File: src/hw/rtl/tpst_pkg.sv
`timescale 1ns / 1ps
`default_nettype none
// ----------------------------------------------------------------------------
// tpst_pkg
// Shared types and constants of the tick-paced SPI transmitter.
// ----------------------------------------------------------------------------
package tpst_pkg;

  // Input word command codes, carried on tuser
  localparam logic CmdTick = 1'b0;
  localparam logic CmdXmit = 1'b1;

  // Configuration register map
  localparam int unsigned RegCount      = 1;
  localparam int unsigned AddrWidth     = 3;
  localparam logic        RegBitCount   = 1'b0;

  // Field widths
  localparam int unsigned WordWidth     = 32;
  localparam int unsigned BitCountWidth = 6;
  localparam logic [BitCountWidth-1:0] BitCountReset = 6'd8;

  // Result word layout on the master-side tdata
  localparam int unsigned PinsWidth     = 5;
  localparam int unsigned OutDataWidth  = 8;

  // Sequencer phases, one-hot
  typedef enum logic [7:0] {
    PhStop    = 8'b0000_0001,
    PhStart   = 8'b0000_0010,
    PhCsDown  = 8'b0000_0100,
    PhData    = 8'b0000_1000,
    PhClkUp   = 8'b0001_0000,
    PhDelay   = 8'b0010_0000,
    PhClkDown = 8'b0100_0000,
    PhCsUp    = 8'b1000_0000
  } tpst_phase_e;

  // Pin and status levels after one word, lowest field last
  typedef struct packed {
    logic pending;
    logic busy;
    logic mosi;
    logic sclk;
    logic cs_n;
  } tpst_pins_t;

endpackage
`default_nettype wire

File: src/hw/rtl/tpst_apb_regs.sv
`timescale 1ns / 1ps
`default_nettype none
// ----------------------------------------------------------------------------
// tpst_apb_regs
// APB register block holding the bits-per-word setting, clamped on write.
// ----------------------------------------------------------------------------
module tpst_apb_regs
  import tpst_pkg::*;
#(
  parameter int unsigned MaxBits = 32
) (
  input  wire logic                      clk_i,
  input  wire logic                      rst_ni,
  input  wire logic                      psel,
  input  wire logic                      penable,
  input  wire logic                      pwrite,
  input  wire logic [AddrWidth-1:0]      paddr,
  input  wire logic [31:0]               pwdata,
  output logic      [31:0]               prdata,
  output logic                           pready,
  output logic      [BitCountWidth-1:0]  bit_count_o
);

  localparam logic [BitCountWidth:0] MaxBitsW = (BitCountWidth+1)'(MaxBits);

  logic [BitCountWidth-1:0] bit_count_q, bit_count_d;
  logic [BitCountWidth-1:0] wr_val;
  logic                     reg_sel;
  logic                     wr_en;

  assign reg_sel = (paddr[AddrWidth-1] == RegBitCount);
  assign wr_en   = psel && penable && pwrite && reg_sel;
  assign pready  = 1'b1;

  // Clamp the written value to 1..MaxBits
  always_comb begin
    wr_val = pwdata[BitCountWidth-1:0];
    if (wr_val == '0) begin
      wr_val = BitCountWidth'(1);
    end else if ({1'b0, wr_val} > MaxBitsW) begin
      wr_val = BitCountWidth'(MaxBits);
    end
  end

  assign bit_count_d = wr_en ? wr_val : bit_count_q;

  always_ff @(posedge clk_i or negedge rst_ni) begin
    if (!rst_ni) begin
      bit_count_q <= BitCountReset;
    end else begin
      bit_count_q <= bit_count_d;
    end
  end

  // Read back
  assign prdata      = reg_sel ? {{(32-BitCountWidth){1'b0}}, bit_count_q} : '0;
  assign bit_count_o = bit_count_q;

endmodule
`default_nettype wire

File: src/hw/rtl/tpst_seq.sv
`timescale 1ns / 1ps
`default_nettype none
// ----------------------------------------------------------------------------
// tpst_seq
// Phase sequencer: applies one tick or transmit request per step and
// reports the pin levels that follow.
// ----------------------------------------------------------------------------
module tpst_seq
  import tpst_pkg::*;
#(
  parameter int unsigned MaxBits = 32
) (
  input  wire logic                     clk_i,
  input  wire logic                     rst_ni,
  input  wire logic                     step_i,
  input  wire logic                     cmd_i,
  input  wire logic [WordWidth-1:0]     word_i,
  input  wire logic [BitCountWidth-1:0] bit_count_i,
  output tpst_pins_t                    pins_o
);

  localparam logic [MaxBits-1:0] MaskOne = MaxBits'(1);

  tpst_phase_e           phase_q, phase_d;
  logic [WordWidth-1:0]  shift_q, shift_d;
  logic [MaxBits-1:0]    mask_q, mask_d;
  logic [WordWidth-1:0]  held_q, held_d;
  logic                  held_vld_q, held_vld_d;
  logic                  cs_n_q, cs_n_d;
  logic                  sclk_q, sclk_d;
  logic                  mosi_q, mosi_d;
  logic [MaxBits-1:0]    word_ext;

  // Fit the shift word to the mask width
  always_comb begin
    word_ext = '0;
    for (int i = 0; i < MaxBits; i++) begin
      if (i < WordWidth) begin
        word_ext[i] = shift_q[i];
      end
    end
  end

  // Next state for one step
  always_comb begin
    phase_d    = phase_q;
    shift_d    = shift_q;
    mask_d     = mask_q;
    held_d     = held_q;
    held_vld_d = held_vld_q;
    cs_n_d     = cs_n_q;
    sclk_d     = sclk_q;
    mosi_d     = mosi_q;
    if (step_i) begin
      if (cmd_i == CmdXmit) begin
        if (phase_q != PhStop) begin
          held_d     = word_i;
          held_vld_d = 1'b1;
        end else begin
          shift_d = word_i;
          phase_d = PhStart;
        end
      end else begin
        unique case (phase_q)
          PhStop: begin
          end
          PhStart: begin
            phase_d = PhCsDown;
          end
          PhCsDown: begin
            cs_n_d  = 1'b0;
            mask_d  = MaskOne << (bit_count_i - BitCountWidth'(1));
            phase_d = PhData;
          end
          PhData: begin
            mosi_d  = |(word_ext & mask_q);
            mask_d  = mask_q >> 1;
            phase_d = PhClkUp;
          end
          PhClkUp: begin
            sclk_d  = 1'b1;
            phase_d = PhDelay;
          end
          PhDelay: begin
            phase_d = PhClkDown;
          end
          PhClkDown: begin
            sclk_d  = 1'b0;
            phase_d = (mask_q == '0) ? PhCsUp : PhData;
          end
          PhCsUp: begin
            cs_n_d = 1'b1;
            if (held_vld_q) begin
              shift_d    = held_q;
              held_vld_d = 1'b0;
              phase_d    = PhCsDown;
            end else begin
              phase_d = PhStop;
            end
          end
          default: begin
            phase_d = PhStop;
          end
        endcase
      end
    end
  end

  // Control and pin state
  always_ff @(posedge clk_i or negedge rst_ni) begin
    if (!rst_ni) begin
      phase_q    <= PhStop;
      held_vld_q <= 1'b0;
      cs_n_q     <= 1'b1;
      sclk_q     <= 1'b0;
      mosi_q     <= 1'b0;
    end else begin
      phase_q    <= phase_d;
      held_vld_q <= held_vld_d;
      cs_n_q     <= cs_n_d;
      sclk_q     <= sclk_d;
      mosi_q     <= mosi_d;
    end
  end

  // Data registers
  always_ff @(posedge clk_i) begin
    shift_q <= shift_d;
    mask_q  <= mask_d;
    held_q  <= held_d;
  end

  // Levels after this step
  always_comb begin
    pins_o.cs_n    = cs_n_d;
    pins_o.sclk    = sclk_d;
    pins_o.mosi    = mosi_d;
    pins_o.busy    = (phase_d != PhStop);
    pins_o.pending = held_vld_d;
  end

endmodule
`default_nettype wire

File: src/hw/rtl/tick_paced_spi_transmitter.sv
`timescale 1ns / 1ps
`default_nettype none
// ----------------------------------------------------------------------------
// tick_paced_spi_transmitter
// Transmit-only SPI master whose phases are paced by incoming tick words.
// ----------------------------------------------------------------------------
// Usage:
//   Slave stream (s_axis_*): one word per tick or transmit request. tuser
//   selects the kind (0 = tick, 1 = transmit), tdata carries the data word.
//   A transmit request while idle starts a word; while busy it replaces the
//   single held word. Each tick while busy moves the sequence one phase forward.
//   Master stream (m_axis_*): exactly one result word per input word, with
//   the CS, CLK and MOSI levels and the busy and pending flags after it.
//   APB port: register 0 at address 0 sets bits per word (1..MaxBits,
//   reset 8); write it only while no word is in flight.
// Timing:
//   The result is registered: an accepted word lands in the input register,
//   which feeds the sequencer step, and the step loads the output register
//   once that register is free or draining. Throughput is one word per
//   cycle while m_axis_tready stays high; the sequencer step is one phase
//   transition, so nothing iterates.
// Reset:
//   Both stream stages empty, phase stopped, CS high, CLK and MOSI low.
// Backpressure:
//   When m_axis_tready is low the result holds; the input register still
//   takes one more word, then s_axis_tready drops until the output drains.
// ----------------------------------------------------------------------------
module tick_paced_spi_transmitter
  import tpst_pkg::*;
#(
  parameter int unsigned MaxBits = 32
) (
  input  wire logic                    clk_i,
  input  wire logic                    rst_ni,
  // Slave stream
  input  wire logic                    s_axis_tvalid,
  output logic                         s_axis_tready,
  input  wire logic [WordWidth-1:0]    s_axis_tdata,   // [31:0] word
  input  wire logic                    s_axis_tuser,   // [0] command
  // Master stream
  output logic                         m_axis_tvalid,
  input  wire logic                    m_axis_tready,
  output logic [OutDataWidth-1:0]      m_axis_tdata,   // [0] chip_select_n,
                                                       // [1] serial_clock,
                                                       // [2] serial_data,
                                                       // [3] busy_res,
                                                       // [4] pending, [7:5] 0
  // APB configuration
  input  wire logic                    psel,
  input  wire logic                    penable,
  input  wire logic                    pwrite,
  input  wire logic [AddrWidth-1:0]    paddr,
  input  wire logic [31:0]             pwdata,
  output logic      [31:0]             prdata,
  output logic                         pready
);

  logic                     in_vld_q, in_vld_d;
  logic                     in_cmd_q;
  logic [WordWidth-1:0]     in_word_q;
  logic                     out_vld_q, out_vld_d;
  tpst_pins_t               out_pins_q;
  tpst_pins_t               pins;
  logic [BitCountWidth-1:0] bit_count;
  logic                     s_fire;
  logic                     step;

  tpst_apb_regs #(
    .MaxBits (MaxBits)
  ) u_regs (
    .clk_i       (clk_i),
    .rst_ni      (rst_ni),
    .psel        (psel),
    .penable     (penable),
    .pwrite      (pwrite),
    .paddr       (paddr),
    .pwdata      (pwdata),
    .prdata      (prdata),
    .pready      (pready),
    .bit_count_o (bit_count)
  );

  // Handshake: step when the output register is free or draining
  assign step          = in_vld_q && (!out_vld_q || m_axis_tready);
  assign s_axis_tready = !in_vld_q || step;
  assign s_fire        = s_axis_tvalid && s_axis_tready;

  assign in_vld_d  = s_fire ? 1'b1 : (step ? 1'b0 : in_vld_q);
  assign out_vld_d = step ? 1'b1 : (m_axis_tready ? 1'b0 : out_vld_q);

  always_ff @(posedge clk_i or negedge rst_ni) begin
    if (!rst_ni) begin
      in_vld_q  <= 1'b0;
      out_vld_q <= 1'b0;
    end else begin
      in_vld_q  <= in_vld_d;
      out_vld_q <= out_vld_d;
    end
  end

  // Capture the input word
  always_ff @(posedge clk_i) begin
    if (s_fire) begin
      in_cmd_q  <= s_axis_tuser;
      in_word_q <= s_axis_tdata;
    end
  end

  tpst_seq #(
    .MaxBits (MaxBits)
  ) u_seq (
    .clk_i       (clk_i),
    .rst_ni      (rst_ni),
    .step_i      (step),
    .cmd_i       (in_cmd_q),
    .word_i      (in_word_q),
    .bit_count_i (bit_count),
    .pins_o      (pins)
  );

  // Hold the result until taken
  always_ff @(posedge clk_i) begin
    if (step) begin
      out_pins_q <= pins;
    end
  end

  assign m_axis_tvalid = out_vld_q;
  assign m_axis_tdata  = {{(OutDataWidth-PinsWidth){1'b0}}, out_pins_q};

endmodule
`default_nettype wire

File: config.mk
export PLATFORM = sky130hd
export DESIGN_NAME = tick_paced_spi_transmitter
export DESIGN_NICKNAME = d
export VERILOG_FILES = /design/src/hw/rtl/tpst_pkg.sv /design/src/hw/rtl/tpst_apb_regs.sv /design/src/hw/rtl/tpst_seq.sv /design/src/hw/rtl/tick_paced_spi_transmitter.sv
export SDC_FILE = /design/constraint.sdc
export NUM_CORES = 1
export LEC_CHECK = 0
export BUFFER_PORTS_ARGS = -buffer_cell sky130_fd_sc_hd__buf_2
export CAP_MARGIN = 30
export CELL_PAD_IN_SITES_DETAIL_PLACEMENT = 0
export CELL_PAD_IN_SITES_GLOBAL_PLACEMENT = 1
export CORE_MARGIN = 5
export CORE_UTILIZATION = 49
export CTS_CLUSTER_DIAMETER = 100
export DETAILED_ROUTE_END_ITERATION = 7
export PLACE_DENSITY_LB_ADDON = 0.1
export SLEW_MARGIN = 20
export SYNTH_ARGS = -nofsm -noshare
export SYNTH_HDL_FRONTEND = slang
export SYNTH_SLANG_ARGS = --single-unit
File: constraint.sdc
create_clock -name clk_i -period 8.7 [get_ports clk_i]
set_clock_uncertainty 0.15 [all_clocks]
set_input_delay 2.61 -clock clk_i [delete_from_list [all_inputs] [get_ports clk_i]]
set_output_delay 2.61 -clock clk_i [all_outputs]
set_load 0.02 [all_outputs]
# ---- Word level (Yosys, flattened, before mapping)
# Cells that the tools add are included.
dict set report word_totals {
  register_bits 154
  inputBits 75
  out_inout_bits 43
  elab_cells 86
}
dict set report classes {
  add_sub_neg 1
  order_cmp 1
  eq_ne 11
  n_shift 1
  n_mux 31
  bitwise 3
  reduce_logical 20
}
# op n
set ops {}
lappend ops {{$mux W32} 4}
lappend ops {{$pmux W32 S2} 1}
lappend ops {{$pmux W8 S8} 1}
lappend ops {{$and A32 B32 Y32} 1}
lappend ops {{$logic_not A32 Y1} 1}
lappend ops {{$mux W8} 4}
lappend ops {{$reduce_or A32 Y1} 1}
lappend ops {{$shl A1 B6 Y32 const A} 1}
lappend ops {{$mux W6} 3}
lappend ops {{$ne A8 B1 Y1 const B} 2}
lappend ops {{$mux W1} 15}
lappend ops {{$reduce_bool A2 Y1} 5}
lappend ops {{$eq A8 B1 Y1 const B} 1}
lappend ops {{$eq A8 B2 Y1 const B} 1}
lappend ops {{$eq A8 B3 Y1 const B} 1}
lappend ops {{$eq A8 B4 Y1 const B} 1}
lappend ops {{$eq A8 B5 Y1 const B} 1}
lappend ops {{$eq A8 B6 Y1 const B} 1}
lappend ops {{$eq A8 B7 Y1 const B} 1}
lappend ops {{$eq A8 B8 Y1 const B} 1}
lappend ops {{$gt A6 B6 Y1 const B} 1}
lappend ops {{$logic_not A6 Y1} 1}
lappend ops {{$reduce_and A3 Y1} 2}
lappend ops {{$sub A6 B1 Y6 const B} 1}
lappend ops {{other kinds (8)} 16}

# ---- Longest topological paths before layout
dict set report logic_depth {
  depth_word 6
  mapped_depth 8
  depth_no_buf 7
}

# ---- Hierarchy
# Synthesis repeated with hierarchy kept, for this count alone.
dict set report hier_totals {
  cells_unflattened 461
  hier_area_um2 6588.8
}
# mod n_inst cells_each area_per_inst_um2 seq_area_each_um2
set modules_own_cells {}
lappend modules_own_cells {tpst_seq 1 351 4770.8 3185.6}
lappend modules_own_cells {tick_paced_spi_transmitter 1 50 1271.2 1191.1}
lappend modules_own_cells {tpst_apb_regs 1 60 546.8 151.4}

# ---- Least setup slack after synthesis
# OpenSTA, ideal clock, no wires.
dict set report synth_timing {
  path_kind {input port to output port}
  from {in paddr[2]}
  to {out prdata[0]}
  t_arrival_ns 2.914
  required_time_ns 5.940
  slack_ns 3.026
  path_stages 1
  path_buffers 0
  path_cell_list {nor2b_1}
}
dict set report synth_via {
  elab_chain_cells 1
}
# element line_no
set synth_lines {}
lappend synth_lines {{from (decl)} tick_paced_spi_transmitter.sv:52} ;# input wire logic [AddrWidth-1:0] paddr,
lappend synth_lines {{$mux W6} tpst_apb_regs.sv:56} ;# assign prdata = reg_sel ? {{(32-BitCountWidth){1'b0}}, bit_count_q} : '0;
lappend synth_lines {{to (decl)} tick_paced_spi_transmitter.sv:54} ;# output logic [31:0] prdata,
# Every way passes these cells.

# ---- Worst setup path in the final report
dict set report layout_timing {
  from {in m_axis_tready}
  to {out s_axis_tready}
}
dict set report layout_via {
  elab_chain_cells 3
}
# element line_no
set layout_lines {}
lappend layout_lines {{from (decl)} tick_paced_spi_transmitter.sv:42} ;# input wire logic m_axis_tready,
lappend layout_lines {{$logic_or A1 B1 Y1} tick_paced_spi_transmitter.sv:84} ;# assign step = in_vld_q && (!out_vld_q || m_axis_tready);
lappend layout_lines {{$logic_and A1 B1 Y1} tick_paced_spi_transmitter.sv:84}
lappend layout_lines {{$logic_or A1 B1 Y1} tick_paced_spi_transmitter.sv:85} ;# assign s_axis_tready = !in_vld_q || step;
lappend layout_lines {{to (decl)} tick_paced_spi_transmitter.sv:37} ;# output logic s_axis_tready,
# Every way passes these cells.

==> results.py <==
metrics = {
    "timing": {
        "period_share_pct": 67.0,
        "clock.fmax_ghz": 0.171,
        "timing.final.crit_period_ps": 5830,
        "report.final.setup_viol": 0,
        "max-slew-margin-rel_pct": 62.3,
        "slew_violations": 0,
        "setup-tns-final_ps": 0,
        "unrepaired_setup_endpoints_after_global_routing": "no",
        "hold_viol_final": 0,
        "tightestPinTransition_ps": 564,
    },
    "worst_setup_path": {
        "max_stage_delay_ps": 180,
        "worst_setup_path_start_kind": "input pin",
        "arrival_ps": 3070,
        "critical_path.cell_chain": "buf_2 -> nand3b_1 -> buf_2",
        "worst-endpoint-required_ps": 5940,
        "cpMaxStageDelayCell": "sky130_fd_sc_hd__nand3b_1",
        "critPathKind": "in2out",
        "path_common_cell": "sky130_fd_sc_hd__buf_2",
        "cp-end-kind": "output port",
        "worstPathMaxFanout": 3,
    },
    "logic_synthesis": {
        "syn_inst": 463,
        "synthFlopType": "sky130_fd_sc_hd__edfxtp_1",
        "ys.warnings.count": 0,
        "count_of_flip_flops_with_a_built_in_enable_after_synthesis": 134,
        "synth_sequential_area_ratio_pct": 69.4,
        "post-synth-top-count-cell": "sky130_fd_sc_hd__edfxtp_1",
        "synth_commonest_cells": "sky130_fd_sc_hd__edfxtp_1 (134), sky130_fd_sc_hd__nand2_1 (54), sky130_fd_sc_hd__mux2_2 (34)",
        "netlist_cell_types": 43,
        "synth_largest_area_cell": "sky130_fd_sc_hd__edfxtp_1",
        "syn_area_per_cell_um2": 14.1,
        "async_s_r_ff_share_synth_pct": 13.0,
        "netlist.area_leader.share_pct": 61.7,
        "synth_area_leaders": "sky130_fd_sc_hd__edfxtp_1 (62%), sky130_fd_sc_hd__dfrtp_1 (6.5%), sky130_fd_sc_hd__mux2_2 (5.9%)",
        "register_bit_total_from_synthesis": 154,
        "netlist_area_um2": 6520,
    },
    "placed_design": {
        "hpwlAfterDp_um": 8240,
        "dpl_cell_area_um2": 6880,
        "io_port_bufs": 59,
        "gp_congestion": 0.819,
    },
    "die": {
        "core_area_um2": 13100,
        "ioPinCount": 118,
        "fp.dieW_um": 125,
        "dieHeight_um": 125,
        "placementRows": 42,
        "floorplan.die_area_um2": 15700,
        "initial_utilization_pct": 49.6,
    },
    "outcome": {
        "run_status": "finished clean",
    },
    "pwr": {
        "total_power_uw": 1820,
        "power_switching_share_pct": 26.4,
        "power.static_leakage_uw": 0.00268,
        "power_frac_seq_pct": 51.6,
        "clock_power_share_pct": 36.5,
        "max-vdd-ir-drop_mv": 0.166,
        "pwr-share-comb_pct": 11.9,
        "cellPowerDensity_nw_per_um2": 244,
        "netSwitchingPower_uw": 479,
        "cellInternalPower_uw": 1340,
    },
    "grt": {
        "first_global_vias": 3761,
        "overall_routing_resource_usage_pct": 16.2,
        "grt_start_max_net_pins": 57,
        "global_route_wire_length_before_repair_um": 19700,
        "globalRouteOverflowTotal": 0,
        "grt_antenna_before_repair": 0,
    },
    "route": {
        "initial_detailed_routing_violation_count": 351,
        "wire_per_inst_um": 17.0,
        "vias": 3803,
        "post-route-drc-count": 0,
        "via_per_inst": 5.30,
        "detail-route-antenna-nets": 0,
        "drt_pass_1_iters": 5,
        "drt-total-wl_um": 12200,
    },
    "clocking": {
        "clk_latency_ps": 420,
        "hold_fix_buffers_cts": 0,
        "postCtsResizedCells": 0,
        "clkTransAtPathRegs_ps": 60,
        "post-cts-setup-buffers": 0,
        "cts_buffer_depth": 2,
        "tritoncts_clock_tree": "yes",
        "cts_sinks": 154,
        "cts-buffers-inserted": 17,
        "htree_levels": 4,
        "cts-root-buf": "sky130_fd_sc_hd__clkbuf_16",
    },
    "finish": {
        "stdcell_area_um2": 7430,
        "register_area_um2": 4530,
        "fillCellCount": 1119,
        "antennaDiodeCount": 0,
        "syn_to_final_growth_pct": 14.0,
        "nNetsFinal": 603,
        "layout-drive-gt1-share_pct": 26.2,
        "multi_input_area_um2": 1780,
    },
    "flow_run": {
        "cap_violations": 0,
    },
    "min_path": {
        "worstHoldPathType": "reg2reg",
    },
}
[routing by layer]
layer / share of wire, % / global-route usage, % / vias to the layer above
li1: - / - / 1816
met1: 46 / 22.4 / 1845
met2: 46 / 23.5 / 122
met3: 6.4 / 5.29 / 20
met4: 1.6 / 7.02 / 0
met5: 0 / 0 / -
[cell type report]
cell class                      count  area share, %
Multi-Input combinational cell    285           24.0
Clock inverter                     14           1.33
Sequential cell                   154           60.9
Timing Repair Buffer               66           4.81
Inverter                            4          0.202
Tap cell                          176           2.96
Clock buffer                       18           5.77
[worst max-delay path, delay by kind of cell]
kind | cells | cell delay, ps
buffers and inverters | 2 | 280
AND/OR/NAND/NOR | 1 | 180
[path summary, 6_finish.rpt]
check                                                 from                           endpoint  slack, ps  depth (start not counted)
min in group asynchronous                           rst_ni         u_seq.held_vld_q$_DFF_PN0_       1990                          1
max in group asynchronous                           rst_ni  u_regs.bit_count_o[3]$_DFFE_PN1P_       6070                          1
worst max register to register  u_seq.phase_q[1]$_DFF_PN0_        u_seq.shift_q[21]$_DFFE_PP_       6090                          7
worst max-delay path                         m_axis_tready                      s_axis_tready       2870                          3
worst min register to register     in_word_q[20]$_DFFE_PP_         u_seq.held_q[20]$_DFFE_PP_        290                          0
worst min-delay path               in_word_q[20]$_DFFE_PP_         u_seq.held_q[20]$_DFFE_PP_        290                          0
[kinds of logic (layout without fill, tap and decap cells)]
group / after synthesis / after routing / share of synthesized area [%]
XOR/XNOR: 4 / 4 / 0.537
buffers and inverters: 52 / 102 / 4.97
other: 2 / 30 / 0.115
flip-flops: 154 / 154 / 69.4
multiplexers: 34 / 34 / 5.87
AND/OR/NAND/NOR: 145 / 145 / 11.9
AO/OA/AOI/OAI: 72 / 72 / 7.19
[power by group through the flow]
stage	registers, uW	logic, uW	clock network [uW]
floorplan	937	170	0
global placement	949	211	0
detailed placement	952	214	0
CTS	938	215	678
global route	946	240	711
finish	937	215	663
[state kept, by name, summed over array words and instances, names as in the netlist, 5 cells and up]
signal	count
in_word_q	32
u_seq.phase_q	8
u_seq.shift_q	32
u_seq.held_q	32
u_regs.bit_count_o	6
u_seq.mask_q	32
m_axis_tdata	5
[placed cells by master (no fill, tap or decap), drive strengths merged, types with 2 or more instances in the layout]
cell type	n
edfxtp	134
buf	65
nand2	54
mux2	34
o21ai	33
conb	30
clkbuf	19
dfrtp	17
nor2	16
nand3	11
nor4	11
nand2b	9
a22o	9
o31ai	8
clkinv	8
inv	8
nand4b	7
nand3b	7
nor2b	7
a22oi	6
nand4	5
a221oi	5
and3	3
or2	3
and2	3
xor2	3
a21oi	3
nor3b	3
nor3	3
dfstp	3
o21a	2
a31oi	2
clkinvlp	2
[through the flow]
step / util (%) / hold WS, ps / worst slack (ps) / cells
after CTS: 56.4 / 295 / 2860 / 715
after global placement: 52.4 / 280 / 2890 / 683
after detailed placement: 52.4 / 286 / 2870 / 683
final: 56.6 / 293 / 2870 / 717
after floorplan: - / 270 / 3030 / 491
after global routing: 56.6 / 308 / 2830 / 717
Note: power is estimated with default switching activity, not from simulation.
